--- src/hw/rtl/assert_macros.svh ---
// ---------------------------------------------------------------------------
// Assertion macros shared by the RTL.
// Each macro expects a clock named clk and an active-low reset named rst_n.
// ---------------------------------------------------------------------------
`ifndef ASSERT_MACROS_SVH
`define ASSERT_MACROS_SVH

// Same-cycle implication.
`define NSFC_ASSERT_IMP(lbl, ante, cons, msg) \
    lbl: assert property (@(posedge clk) disable iff (!rst_n) (ante) |-> (cons)) \
        else $error(msg);

// Next-cycle implication.
`define NSFC_ASSERT_NXT(lbl, ante, cons, msg) \
    lbl: assert property (@(posedge clk) disable iff (!rst_n) (ante) |=> (cons)) \
        else $error(msg);

`endif

--- src/hw/rtl/nsfc_pkg.sv ---
// ---------------------------------------------------------------------------
// nsfc_pkg
// Types, character codes and helper functions for the sentence framer.
// ---------------------------------------------------------------------------
package nsfc_pkg;

    localparam int HEAD_LEN   = 6;
    localparam int HEAD_KINDS = 5;

    localparam logic [7:0] CHAR_DOLLAR = 8'h24;
    localparam logic [7:0] CHAR_STAR   = 8'h2A;
    localparam logic [7:0] CHAR_CR     = 8'h0D;
    localparam logic [7:0] CHAR_LF     = 8'h0A;
    localparam logic [7:0] CHAR_NUL    = 8'h00;

    localparam logic [1:0] STATUS_OK       = 2'd0;
    localparam logic [1:0] STATUS_NO_SUM   = 2'd1;
    localparam logic [1:0] STATUS_MISMATCH = 2'd2;

    localparam logic [1:0] KIND_OTHER = 2'd0;
    localparam logic [1:0] KIND_RMC   = 2'd1;
    localparam logic [1:0] KIND_GGA   = 2'd2;
    localparam logic [1:0] KIND_GSV   = 2'd3;

    // Head patterns: 0 $GPRMC, 1 $GNRMC, 2 $GPGGA, 3 $GNGGA, 4 $GPGSV
    localparam logic [HEAD_KINDS-1:0] HEAD_ALL = '1;
    localparam logic [HEAD_KINDS-1:0] HEAD_RMC = 5'b00011;
    localparam logic [HEAD_KINDS-1:0] HEAD_GGA = 5'b01100;
    localparam logic [HEAD_KINDS-1:0] HEAD_GSV = 5'b10000;

    typedef struct packed {
        logic [1:0] status;
        logic [1:0] kind;
        logic [9:0] length;
        logic [7:0] computed;
        logic [7:0] received;
    } nsfc_result_t;

    // {is_digit, value}
    function automatic logic [4:0] hex_digit(input logic [7:0] c);
        logic [4:0] r;
        r = 5'd0;
        if (c >= 8'h30 && c <= 8'h39)
            r = {1'b1, 4'(c - 8'h30)};
        else if (c >= 8'h41 && c <= 8'h46)
            r = {1'b1, 4'(c - 8'h37)};
        else if (c >= 8'h61 && c <= 8'h66)
            r = {1'b1, 4'(c - 8'h57)};
        return r;
    endfunction

    // Expected character of head pattern k at position pos
    function automatic logic [7:0] head_char(input logic [2:0] k, input logic [2:0] pos);
        logic [7:0] r;
        case (pos)
            3'd0:    r = CHAR_DOLLAR;
            3'd1:    r = 8'h47;                                           // G
            3'd2:    r = (k == 3'd1 || k == 3'd3) ? 8'h4E : 8'h50;        // N / P
            3'd3:    r = (k < 3'd2) ? 8'h52 : 8'h47;                      // R / G
            3'd4:    r = (k < 3'd2) ? 8'h4D : ((k < 3'd4) ? 8'h47 : 8'h53); // M / G / S
            3'd5:    r = (k < 3'd2) ? 8'h43 : ((k < 3'd4) ? 8'h41 : 8'h56); // C / A / V
            default: r = CHAR_NUL;
        endcase
        return r;
    endfunction

endpackage

--- src/hw/rtl/nsfc_frame_core.sv ---
// ---------------------------------------------------------------------------
// nsfc_frame_core
// Per-byte framing state, running XOR, hex field parse and head match.
// ---------------------------------------------------------------------------
`include "assert_macros.svh"

module nsfc_frame_core
    import nsfc_pkg::*;
#(
    parameter int BUF_BYTES = 128
)
(
    input  logic         clk,
    input  logic         rst_n,
    input  logic         hold_valid,
    input  logic [7:0]   hold_byte,
    input  logic         out_free,
    output logic         take,
    output logic         load,
    output nsfc_result_t result
);

    localparam int FILL_W = $clog2(BUF_BYTES + 1);
    localparam int EXT_W  = (FILL_W > 10) ? FILL_W : 10;

    logic                  capturing_reg, capturing_next;
    logic [FILL_W-1:0]     fill_reg, fill_next;
    logic [7:0]            xor_reg, xor_next;
    logic                  star_reg, star_next;
    logic                  hex_open_reg, hex_open_next;
    logic [7:0]            hex_reg, hex_next;
    logic                  too_big_reg, too_big_next;
    logic                  ended_reg, ended_next;
    logic [HEAD_KINDS-1:0] head_reg, head_next;

    logic              buf_full;
    logic              emit;
    logic [7:0]        head_eff;
    logic [4:0]        digit;
    logic [EXT_W-1:0]  fill_ext;

    assign buf_full = (fill_reg >= FILL_W'(BUF_BYTES));
    assign digit    = hex_digit(hold_byte);
    assign head_eff = (star_reg || ended_reg) ? CHAR_NUL : hold_byte;
    assign fill_ext = EXT_W'(fill_reg);

    always_comb
    begin
        capturing_next = capturing_reg;
        fill_next      = fill_reg;
        xor_next       = xor_reg;
        star_next      = star_reg;
        hex_open_next  = hex_open_reg;
        hex_next       = hex_reg;
        too_big_next   = too_big_reg;
        ended_next     = ended_reg;
        head_next      = head_reg;
        emit           = 1'b0;

        // Drop an overlong capture before looking at the byte
        if (buf_full)
        begin
            capturing_next = 1'b0;
            fill_next      = '0;
            xor_next       = '0;
            star_next      = 1'b0;
            hex_open_next  = 1'b0;
            hex_next       = '0;
            too_big_next   = 1'b0;
            ended_next     = 1'b0;
            head_next      = HEAD_ALL;
        end

        if (hold_byte == CHAR_DOLLAR)
        begin
            capturing_next = 1'b1;
            fill_next      = FILL_W'(1);
            xor_next       = '0;
            star_next      = 1'b0;
            hex_open_next  = 1'b0;
            hex_next       = '0;
            too_big_next   = 1'b0;
            ended_next     = 1'b0;
            head_next      = HEAD_ALL;
        end
        else if (capturing_next)
        begin
            if (hold_byte == CHAR_CR || hold_byte == CHAR_LF)
            begin
                emit           = 1'b1;
                capturing_next = 1'b0;
                fill_next      = '0;
                xor_next       = '0;
                star_next      = 1'b0;
                hex_open_next  = 1'b0;
                hex_next       = '0;
                too_big_next   = 1'b0;
                ended_next     = 1'b0;
                head_next      = HEAD_ALL;
            end
            else
            begin
                if (fill_reg < FILL_W'(HEAD_LEN))
                begin
                    for (int k = 0; k < HEAD_KINDS; k++)
                    begin
                        if (head_char(3'(k), fill_reg[2:0]) != head_eff)
                            head_next[k] = 1'b0;
                    end
                end
                if (!ended_reg)
                begin
                    if (hold_byte == CHAR_NUL)
                    begin
                        ended_next    = 1'b1;
                        hex_open_next = 1'b0;
                    end
                    else if (!star_reg)
                    begin
                        if (hold_byte == CHAR_STAR)
                        begin
                            star_next     = 1'b1;
                            hex_open_next = 1'b1;
                        end
                        else
                        begin
                            xor_next = xor_reg ^ hold_byte;
                        end
                    end
                    else if (hex_open_reg)
                    begin
                        if (digit[4])
                        begin
                            if (hex_reg[7:4] != 4'd0)
                                too_big_next = 1'b1;
                            hex_next = {hex_reg[3:0], digit[3:0]};
                        end
                        else
                        begin
                            hex_open_next = 1'b0;
                        end
                    end
                end
                fill_next = fill_reg + FILL_W'(1);
            end
        end
    end

    // Result fields come from the state held before the terminator
    always_comb
    begin
        result.computed = xor_reg;
        result.received = hex_reg;
        result.length   = fill_ext[9:0];
        result.kind     = KIND_OTHER;
        if (!star_reg)
            result.status = STATUS_NO_SUM;
        else if (too_big_reg || hex_reg != xor_reg)
            result.status = STATUS_MISMATCH;
        else
            result.status = STATUS_OK;
        if (result.status == STATUS_OK && fill_reg >= FILL_W'(HEAD_LEN))
        begin
            if ((head_reg & HEAD_RMC) != '0)
                result.kind = KIND_RMC;
            else if ((head_reg & HEAD_GGA) != '0)
                result.kind = KIND_GGA;
            else if ((head_reg & HEAD_GSV) != '0)
                result.kind = KIND_GSV;
        end
    end

    // Stall only a terminator that finds the result register occupied
    assign take = hold_valid && (!emit || out_free);
    assign load = hold_valid && emit && out_free;

    always_ff @(posedge clk or negedge rst_n)
    begin
        if (!rst_n)
        begin
            capturing_reg <= 1'b0;
            fill_reg      <= '0;
            xor_reg       <= '0;
            star_reg      <= 1'b0;
            hex_open_reg  <= 1'b0;
            hex_reg       <= '0;
            too_big_reg   <= 1'b0;
            ended_reg     <= 1'b0;
            head_reg      <= HEAD_ALL;
        end
        else if (take)
        begin
            capturing_reg <= capturing_next;
            fill_reg      <= fill_next;
            xor_reg       <= xor_next;
            star_reg      <= star_next;
            hex_open_reg  <= hex_open_next;
            hex_reg       <= hex_next;
            too_big_reg   <= too_big_next;
            ended_reg     <= ended_next;
            head_reg      <= head_next;
        end
    end

    `NSFC_ASSERT_IMP(a_idle_empty, !capturing_reg, fill_reg == '0 && !star_reg, "idle with frame state")
    `NSFC_ASSERT_IMP(a_hex_after_star, hex_open_reg, star_reg && !ended_reg, "hex field open without star")
    `NSFC_ASSERT_NXT(a_emit_closes, load, !capturing_reg, "capture still open after result")

endmodule

--- config.mk ---
export PLATFORM = sky130hd
export DESIGN_NAME = nsfc_frame_core
export DESIGN_NICKNAME = d
export VERILOG_FILES = /design/src/hw/rtl/nsfc_pkg.sv /design/src/hw/rtl/nsfc_frame_core.sv
export VERILOG_INCLUDE_DIRS = /design/src /design/src/hw/rtl
export SDC_FILE = /design/constraint.sdc
export NUM_CORES = 1
export LEC_CHECK = 0
export BUFFER_PORTS_ARGS = -buffer_cell sky130_fd_sc_hd__buf_4
export CORE_AREA = 2 2 74 76
export DETAILED_ROUTE_END_ITERATION = 10
export DIE_AREA = 0 0 76 78
export GPL_TIMING_DRIVEN = 0
export PLACE_DENSITY_LB_ADDON = 0.12
export SLEW_MARGIN = 15
export SYNTH_ARGS = -nofsm -noshare
export SYNTH_HDL_FRONTEND = slang
export SYNTH_SLANG_ARGS = --single-unit
--- constraint.sdc ---
create_clock -name clk -period 6.6 [get_ports clk]
set_clock_uncertainty 0.05 [all_clocks]
set_input_delay 0.66 -clock clk [delete_from_list [all_inputs] [get_ports clk]]
set_output_delay 0.66 -clock clk [all_outputs]
set_load 0.05 [all_outputs]
==> results of run 1 <==
[area by class of cell]
class	instances	area share
Multi-Input combinational cell	316	0.5810
Buffer	24	0.03329
Clock inverter	1	0.008236
Clock buffer	7	0.02368
Inverter	14	0.01441
Timing Repair Buffer	39	0.08030
Tap cell	70	0.02402
Sequential cell	34	0.2351
[per-stage QoR]
| step | std cells | power (mW) | utilization | hold slack, ns | setup slack [ns] |
|---|---|---|---|---|---|
| after global routing | 505 | 1.377 | 0.7231 | 0.2878 | 2.873 |
| after floorplan | 388 | 0.8702 | - | 0.3144 | 2.913 |
| after global placement | 497 | 1.060 | 0.7000 | 0.4567 | 3.107 |
| after CTS | 505 | 1.281 | 0.7231 | 0.2757 | 3.047 |
| after detailed placement | 497 | 1.076 | 0.7000 | 0.4529 | 3.057 |
| final | 505 | 1.300 | 0.7231 | 0.2509 | 3.018 |
[synthesized netlist by cell type (3+ instances only)]
library cell and instances:
nor4_1 6, nor3_1 11, clkbuf_1 10, nand2b_1 8, nor2_1 35, or3_1 4
nand2_1 37, xnor2_1 17, o22ai_1 4, a22o_1 10, buf_4 4, buf_2 7
dfrtp_1 29, dfstp_2 5, nor3b_1 4, nand3_1 9, a21oi_2 3, ha_1 15
nand4_1 10, a21oi_1 20, a31oi_1 11, and2_1 6, inv_1 14, and3_1 4
xor2_1 4, o21ai_0 31, nor2b_1 5, o21bai_1 3
[where the power goes]
group          total (mW)  switching [mW]  internal [mW]
Clock               0.202          0.0791          0.123
Sequential          0.321          0.0716          0.250
Combinational       0.776           0.503          0.273
[per-layer routing]
metal / track usage / up-vias / share of wire
met2: 0.5875 / 192 / 0.48
li1: - / 1517 / -
met5: 0 / - / 0
met3: 0.06163 / 45 / 0.069
met1: 0.4030 / 1616 / 0.41
met4: 0.1509 / 0 / 0.040
[cells by family (layout without fill, tap and decap cells)]
| family | count (synthesis) | in the layout |
|---|---|---|
| flip-flops | 34 | 34 |
| other | 1 | 2 |
| AND/OR/NAND/NOR | 160 | 160 |
| XOR/XNOR | 21 | 21 |
| multiplexers | 4 | 4 |
| adder cells (fa/ha/maj) | 15 | 15 |
| buffers and inverters | 38 | 85 |
| AO/OA/AOI/OAI | 114 | 114 |
[worst paths after layout]
check	startpoint	to	slack, ns	cells after the start
hold reg to reg	head_reg[3]	head_reg[3]	0.46	2
min in group clk	head_reg[3]	head_reg[3]	0.46	2
hold / removal	rst_n	hex_reg[2]	0.25	1
setup reg to reg	fill_reg[2]	head_reg[4]	3.87	9
max in group asynchronous	rst_n	head_reg[0]	5.89	1
setup / recovery	hold_byte[0]	take	3.02	10
==> impl_results.md, run 1 <==
* Setup TNS at 0 ns
* Die area at 0.005928 mm²
* Number of slew-limit violations in the final report at 0
* Final #Nets at 461
* Slowest CP cell: o31ai_4
* P_leak at 1.559 nW
* CORE AREA at 0.005042 mm²
* Synthesized cell area at 0.003146 mm²
* Final Hold Viols at 0
* Yosys warnings at 0
* Syn avg cell area at 8.128 µm²
* WP data required at 5.89 ns
* Max cap viols at 0
* # diodes at 0
* Worst-Skew Late Latency at 0.29 ns
* Worst path top cell family by delay: buffers and inverters
* Multi-input gate area at 0.002118 mm²
* Vias/cell at 6.673
* Share of the clock period used by the worst path at 0.5427
* Synth Flop Type: dfrtp_1
* Max IR drop VDD at 0.0002191 V
* First-pass iteration count of the detailed router at 5
* WP data arrival at 2.87 ns
* Syn-to-layout area delta at 15.91%
* FFs w/ async S/R, synth at 1.000
* Post-synth EDFFs at 0
* WP buf/inv at 6
* Mapped Cells at 387
* Total gr overflow at 0
* Clk pin slew, worst setup/hold paths at 0.07 ns
* Post-synthesis sequential area ratio at 0.2725
* GP Congestion at 0.9726
* I/O pin count at 44
* Num Clock Sinks at 34
* Max incr delay on CP at 0.36 ns
* Critical path startpoint category: primary input
* # DRC at 0
* Synth Area in Compound Gates at 0.2589
* Root buffer cell: clkbuf_8
* CTS tree: yes
* Vias in the first global route at 3,228
* Yosys top cell by area: dfrtp_1
* Initial drt markers at 362
* Largest net degree at the start of global routing at 35
* Area share of xor/xnor cells in the synthesized design at 0.05847
* Vias post-DR at 3,370
* Die H at 78 µm
* Worst-margin pin slew at 0.7942 ns
* Final setup viols at 0
* Hold Path Class: in -> async
* Outcome: finished clean
* Synth Area in Simple Gates at 0.2765
* Filler Cell Count at 402
* Placed Area at 0.003530 mm²
* Post-synthesis adder-cell area fraction at 0.05967
* Fmax at 279.2 MHz
* Post-DP HPWL at 7276 µm
* Post-CTS setup buffers at 0
* RSZ-0062 raised after global routing: no
* Clock buffer depth at 2
* Die X at 76 µm
* Initial Util at 0.6238
* WL per Instance at 19.30 µm
* Commonest non-fill, non-tap cell in the layout: buf_4
* First-pass GRT wire length at 15,910 µm
* GRT Util Overall at 0.3353
* Slew Limit Headroom at 0.4657
* Min Tclk post-route at 3.582 ns
* Std-Cell Rows at 26
* Layout cells sized above 1 at 0.1954
* Post-route cell area at 0.003646 mm²
* TritonCTS buffer count at 5
* Post-synthesis mux area share at 0.01750
* Sequential cell area at 857.1 µm²
* Initial antenna violation count at 0
* Routed Antenna Nets at 0
* CTS H-tree lvls at 2
* Ranking of synthesized cells by area: dfrtp_1, ha_1, o21ai_0
* PwrDens at 356.4 mW/mm²
* WL final at 9749 µm
* Synthesis-stage register bit count at 34
* Share of the synthesized area in the top cell type at 0.2307
* Main combinational cell family by area after synthesis: simple AND/OR/NAND/NOR gates
* Setup CP Type: in -> out
* Distinct cells, synth at 75
* Port bufs at 39
* Post-CTS Hold Buffers at 0
* Most frequent cells in the layout: buf_4, nand2_1, nor2_1
* Critical Path, Cell by Cell: buf_4 -> clkbuf_1 -> inv_1 -> ha_1 -> mux2_2 -> nand3_1 -> o31ai_4 -> buf_2 -> inv_1 -> buf_4
* Resized Gates After CTS at 0
* Worst-path fanout max at 10
* Critical path endpoint category: output pin
Note: power is estimated with default switching activity, not from simulation.
==> run 2, diff against run 1 <==
Settings changed: CORE_AREA 2 2 74 76 to 2 2 81 83, DIE_AREA 0 0 76 78 to 0 0 83 85.
Clock period 6.6 ns to 3 ns, I/O delays scaled along.
==> run 2 against run 1 <==
  * Register-to-register slack got worse by 3.6 ns
  * Largest power group unchanged
  * Clock power rose to 2.6 times the previous value
  * Sequential cell count unchanged
  * Highest routed layer unchanged
==> impl_results.md, run 2 (synthesis gave the netlist of run 1 again) <==
* Outcome: finished clean
* P_leak at 1.574 nW
* CTS H-tree lvls at 2
* Setup CP Type: reg -> out
* Clk pin slew, worst setup/hold paths at 0.08 ns
* Syn-to-layout area delta at 17.38%
* Worst-margin pin slew at 0.8220 ns
* WL per Instance at 18.48 µm
* Critical path endpoint category: output pin
* GRT Util Overall at 0.2765
* Worst-path fanout max at 4
* Final setup viols at 0
* Final Hold Viols at 0
* Post-DP HPWL at 7231 µm
* Worst Hold Slack at 0.2838 ns
* Fmax at 352.1 MHz
* First-pass iteration count of the detailed router at 5
* Root buffer cell: clkbuf_8
* Hold Path Class: in -> reg
* Most frequent cells in the layout: buf_4, nand2_1, nor2_1
* Placed cells at 504
* Vias post-DR at 3,235
* # DRC at 0
* Std-Cell Rows at 29
* Setup TNS at 0 ns
* Vias in the first global route at 3,135
* Port bufs at 39
* Share of the clock period used by the worst path at 0.9467
* Worst R2R Setup Slack at 0.24 ns
* Post-CTS Hold Buffers at 1
* WL final at 9481 µm
* WP data required at 2.65 ns
* CORE AREA at 0.006205 mm²
* Vias/cell at 6.306
* Total gr overflow at 0
* Finished Layout Cells at 513
* Layout cells sized above 1 at 0.1995
* Worst-Skew Late Latency at 0.29 ns
* Die area at 0.007055 mm²
* Post-CTS setup buffers at 0
* Max cap viols at 0
* Num Clock Sinks at 34
* WP data arrival at 2.49 ns
* Initial antenna violation count at 0
* Final #Nets at 462
* Initial drt markers at 246
* Min Tclk post-route at 2.840 ns
* Clock buffer depth at 2
* Die H at 85 µm
* Max IR drop VDD at 0.0005104 V
* Multi-input gate area at 0.002125 mm²
* Number of slew-limit violations in the final report at 0
* GP Congestion at 0.9830
* I/O pin count at 44
* TritonCTS buffer count at 5
* # diodes at 0
* Die X at 83 µm
* Critical path startpoint category: register
* Resized Gates After CTS at 0
* Largest net degree at the start of global routing at 35
* Filler Cell Count at 579
* PwrDens at 789.5 mW/mm²
* First-pass GRT wire length at 15,770 µm
* Routed Antenna Nets at 0
* Slew Limit Headroom at 0.4469
* Sequential cell area at 857.1 µm²
* Initial Util at 0.5070
* CTS tree: yes
* RSZ-0062 raised after global routing: no
* Commonest non-fill, non-tap cell in the layout: buf_4
[run 2: cell types whose count changed in the layout (fill, tap and decap cells not counted), sizes merged]
cell,before,now
bufinv,1,2
clkinv,0,1
dlygate4sd3,0,1
clkbuf,17,15
[run 2: worst paths after layout]
check / depth (start not counted) / start / endpoint
worst max-delay path: 6 / hex_reg[6] / result[27]
worst min-delay path: 3 / hold_byte[7] / xor_reg[7]
worst max register to register: 8 / fill_reg[0] / head_reg[1]
worst min register to register: 2 / head_reg[3] / head_reg[3]
max in group asynchronous: 2 / rst_n / head_reg[3]
min in group asynchronous: 2 / rst_n / hex_reg[6]
[run 2: power by group]
group | switching, mW | internal (mW)
combinational | 1.09 | 0.602
clock | 0.187 | 0.333
sequential | 0.152 | 0.549
[run 2: worst max-delay path, cell delays in order (launching register included)]
cell and delay, ns:
dfrtp_1 0.45, xnor2_1 0.19, nand3_1 0.10, nor4_1 0.69, nand3_1 0.27, nor4_2 0.26
buf_4 0.23
[run 2: metrics by stage]
| stage | setup slack [ns] | power, mW | instance area [µm²] | utilization |
|---|---|---|---|---|
| 2_1_floorplan | 0.2357 | 1.915 | 3156 | - |
| 4_1_cts | 0.1744 | 2.895 | 3692 | 0.5951 |
| 3_5_place_dp | 0.1693 | 2.371 | 3545 | 0.5713 |
| 5_1_grt | 0.003143 | 3.113 | 3692 | 0.5951 |
| 3_3_place_gp | 0.1845 | 2.356 | 3545 | 0.5713 |
| 6_report | 0.1598 | 2.915 | 3692 | 0.5951 |
[run 2: per-layer routing]
layer | part of all wire | GRT usage
met5 | 0 | 0
met4 | 0.026 | 0.09836
met3 | 0.067 | 0.03502
met2 | 0.48 | 0.4648
met1 | 0.42 | 0.3686
[run 2: cell type report]
cell class	instances	area share
well taps	77	0.02609
clock buffers	5	0.01864
clock inverters	3	0.01864
multi-input cells	316	0.5754
flip-flops and latches	34	0.2321
repair buffers	40	0.08201
inverters	14	0.01423
plain buffers	24	0.03287
==> run 3, diff against run 2 <==
Settings changed: RECOVER_POWER set to 50.
==> run 3 against run 2 <==
  * The flow now finishes with violations (capacitance limit, slew limit)
  * Combinational power shrank 2%
  * Fmax down 0.61%
  * Sequential share of layout area rose by 0.36 points
  * Largest cell class unchanged
==> impl_results.md, run 3 (synthesis gave the netlist of run 1 again) <==
* Final WS setup at 0.1425 ns
* Post-route cell area at 0.003636 mm²
* TritonCTS buffer count at 5
* # DRC at 0
* Slew Limit Headroom at -0.1811
* Placed Area at 0.003545 mm²
* Die X at 83 µm
* Min Tclk post-route at 2.858 ns
* Setup TNS at 0 ns
* Placed cells at 504
* Resized Gates After CTS at 0
* Worst-margin pin slew at 1.772 ns
* Most frequent cells in the layout: nand2_1, nor2_1, o21ai_0
* Hold Path Class: in -> reg
* NetSw at 1.428 mW
* Clk pin slew, worst setup/hold paths at 0.08 ns
* Max cap viols at 1
* Worst-path fanout max at 4
* Vias/cell at 6.273
* Finished Layout Cells at 513
* Pre-CTS WS at 0.1693 ns
* GP Congestion at 0.9830
* Most frequent CP cell: nand3_1
* P_leak at 1.514 nW
* Post-DP HPWL at 7231 µm
* Layout cells sized above 1 at 0.1651
* Die area at 0.007055 mm²
* Num Clock Sinks at 34
* Worst hold endpoint: xor_reg[7]
* Share of the clock period used by the worst path at 0.9525
* Max IR drop VDD at 0.0004499 V
* Syn-to-layout area delta at 15.59%
* Switching part of the total power at 0.4989
* Clock buffer depth at 2
* CTS H-tree lvls at 2
* WL final at 9438 µm
* Worst R2R Setup Slack at 0.23 ns
* Routed Antenna Nets at 0
* Outcome: finished with violations
* Initial antenna violation count at 0
* Die H at 85 µm
* Hold path start: hold_byte[7]
* Commonest non-fill, non-tap cell in the layout: nand2_1
* Largest net degree at the start of global routing at 35
* Number of slew-limit violations in the final report at 35
* CTS tree: yes
* Clock power frac at 0.180
* WHS Path Cells at 3
* First-pass iteration count of the detailed router at 5
* GRT Util Overall at 0.2765
* Critical path endpoint category: output pin
* Post-CTS setup buffers at 0
* Initial Util at 0.5070
* RR Startpoint: fill_reg[0]
* Worst Hold Slack at 0.2873 ns
* Setup CP Type: reg -> out
* First-pass GRT wire length at 15,770 µm
* Critical Path, Cell by Cell: xnor2_1 -> nand3_1 -> nor4_1 -> nand3_1 -> nor4_2 -> buf_4
* Part of the power in registers at 0.244
* Final setup viols at 0
* PwrDens at 787.0 mW/mm²
* I/O pin count at 44
* Initial drt markers at 246
* Std-Cell Rows at 29
* P_int at 1.434 mW
* Slowest CP cell: nor4_1
* Failing checks: capacitance limit, slew limit
* CORE AREA at 0.006205 mm²
* Final Hold Viols at 0
* WL per Instance at 18.40 µm
* Filler Cell Count at 582
* Max incr delay on CP at 0.70 ns
* WP data required at 2.65 ns
* Root buffer cell: clkbuf_8
* Post-CTS Hold Buffers at 1
* RSZ-0062 raised after global routing: no
* Total gr overflow at 0
* # diodes at 0
* Port bufs at 39
* Worst R2R Path Depth at 9
* WP data arrival at 2.51 ns
* Combinational cell fraction of total power at 0.575
* Vias in the first global route at 3,135
* Final #Nets at 462
* Worst-Skew Late Latency at 0.29 ns
* Fmax at 350.0 MHz
* RR Endpoint: head_reg[1]
* Vias post-DR at 3,218
* Critical path startpoint category: register
[run 3: final cells by class]
type / count / area, µm² / share of cell area
multi-input cells: 316 / 2125 / 0.5843
flip-flops and latches: 34 / 857.1 / 0.2357
repair buffers: 40 / 246.5 / 0.06779
plain buffers: 24 / 121.4 / 0.03338
well taps: 77 / 96.34 / 0.02650
clock buffers: 5 / 68.82 / 0.01893
clock inverters: 3 / 68.82 / 0.01893
inverters: 14 / 52.55 / 0.01445
[run 3: worst max-delay path: cells and delay by family, from the launching register on]
kind | cells | cell delay, ns
flops | 1 | 0.45
simple gates | 4 | 1.34
buf+inv | 1 | 0.23
xor+xnor | 1 | 0.19
[run 3: power groups by stage]
| stage | Sequential, mW | Combinational, mW | Clock (mW) |
|---|---|---|---|
| global route | 0.723 | 1.79 | 0.545 |
| detailed placement | 0.710 | 1.66 | 0 |
| global placement | 0.709 | 1.65 | 0 |
| finish | 0.699 | 1.65 | 0.516 |
| CTS | 0.702 | 1.67 | 0.518 |
| floorplan | 0.933 | 0.982 | 0 |
[run 3: worst max-delay path by stage]
stage,endpoint,start,cells after the start,slack (ns)
2_1_floorplan,result[27],fill_reg[2],6,0.24
3_3_place_gp,hex_reg[6],hold_byte[0],9,0.18
3_5_place_dp,hex_reg[5],hold_byte[0],9,0.17
4_1_cts,result[27],hex_reg[6],6,0.17
5_1_grt,result[27],hex_reg[6],6,0.003
6_report,result[27],hex_reg[6],6,0.14
[run 3: metal layers]
layer	routed length, µm	global-route usage	up-vias	part of all wire
met5	0	0	-	0
met4	240	0.09836	0	0.025
met3	694	0.03502	28	0.074
met2	4557	0.4648	160	0.48
met1	3946	0.3686	1521	0.42
li1	-	-	1509	-
[run 3: per-stage QoR]
step                utilization  power (mW)
floorplan                     -       1.915
global placement         0.5713       2.356
detailed placement       0.5713       2.371
global route             0.5860       3.062
finish                   0.5860       2.862
CTS                      0.5951       2.895
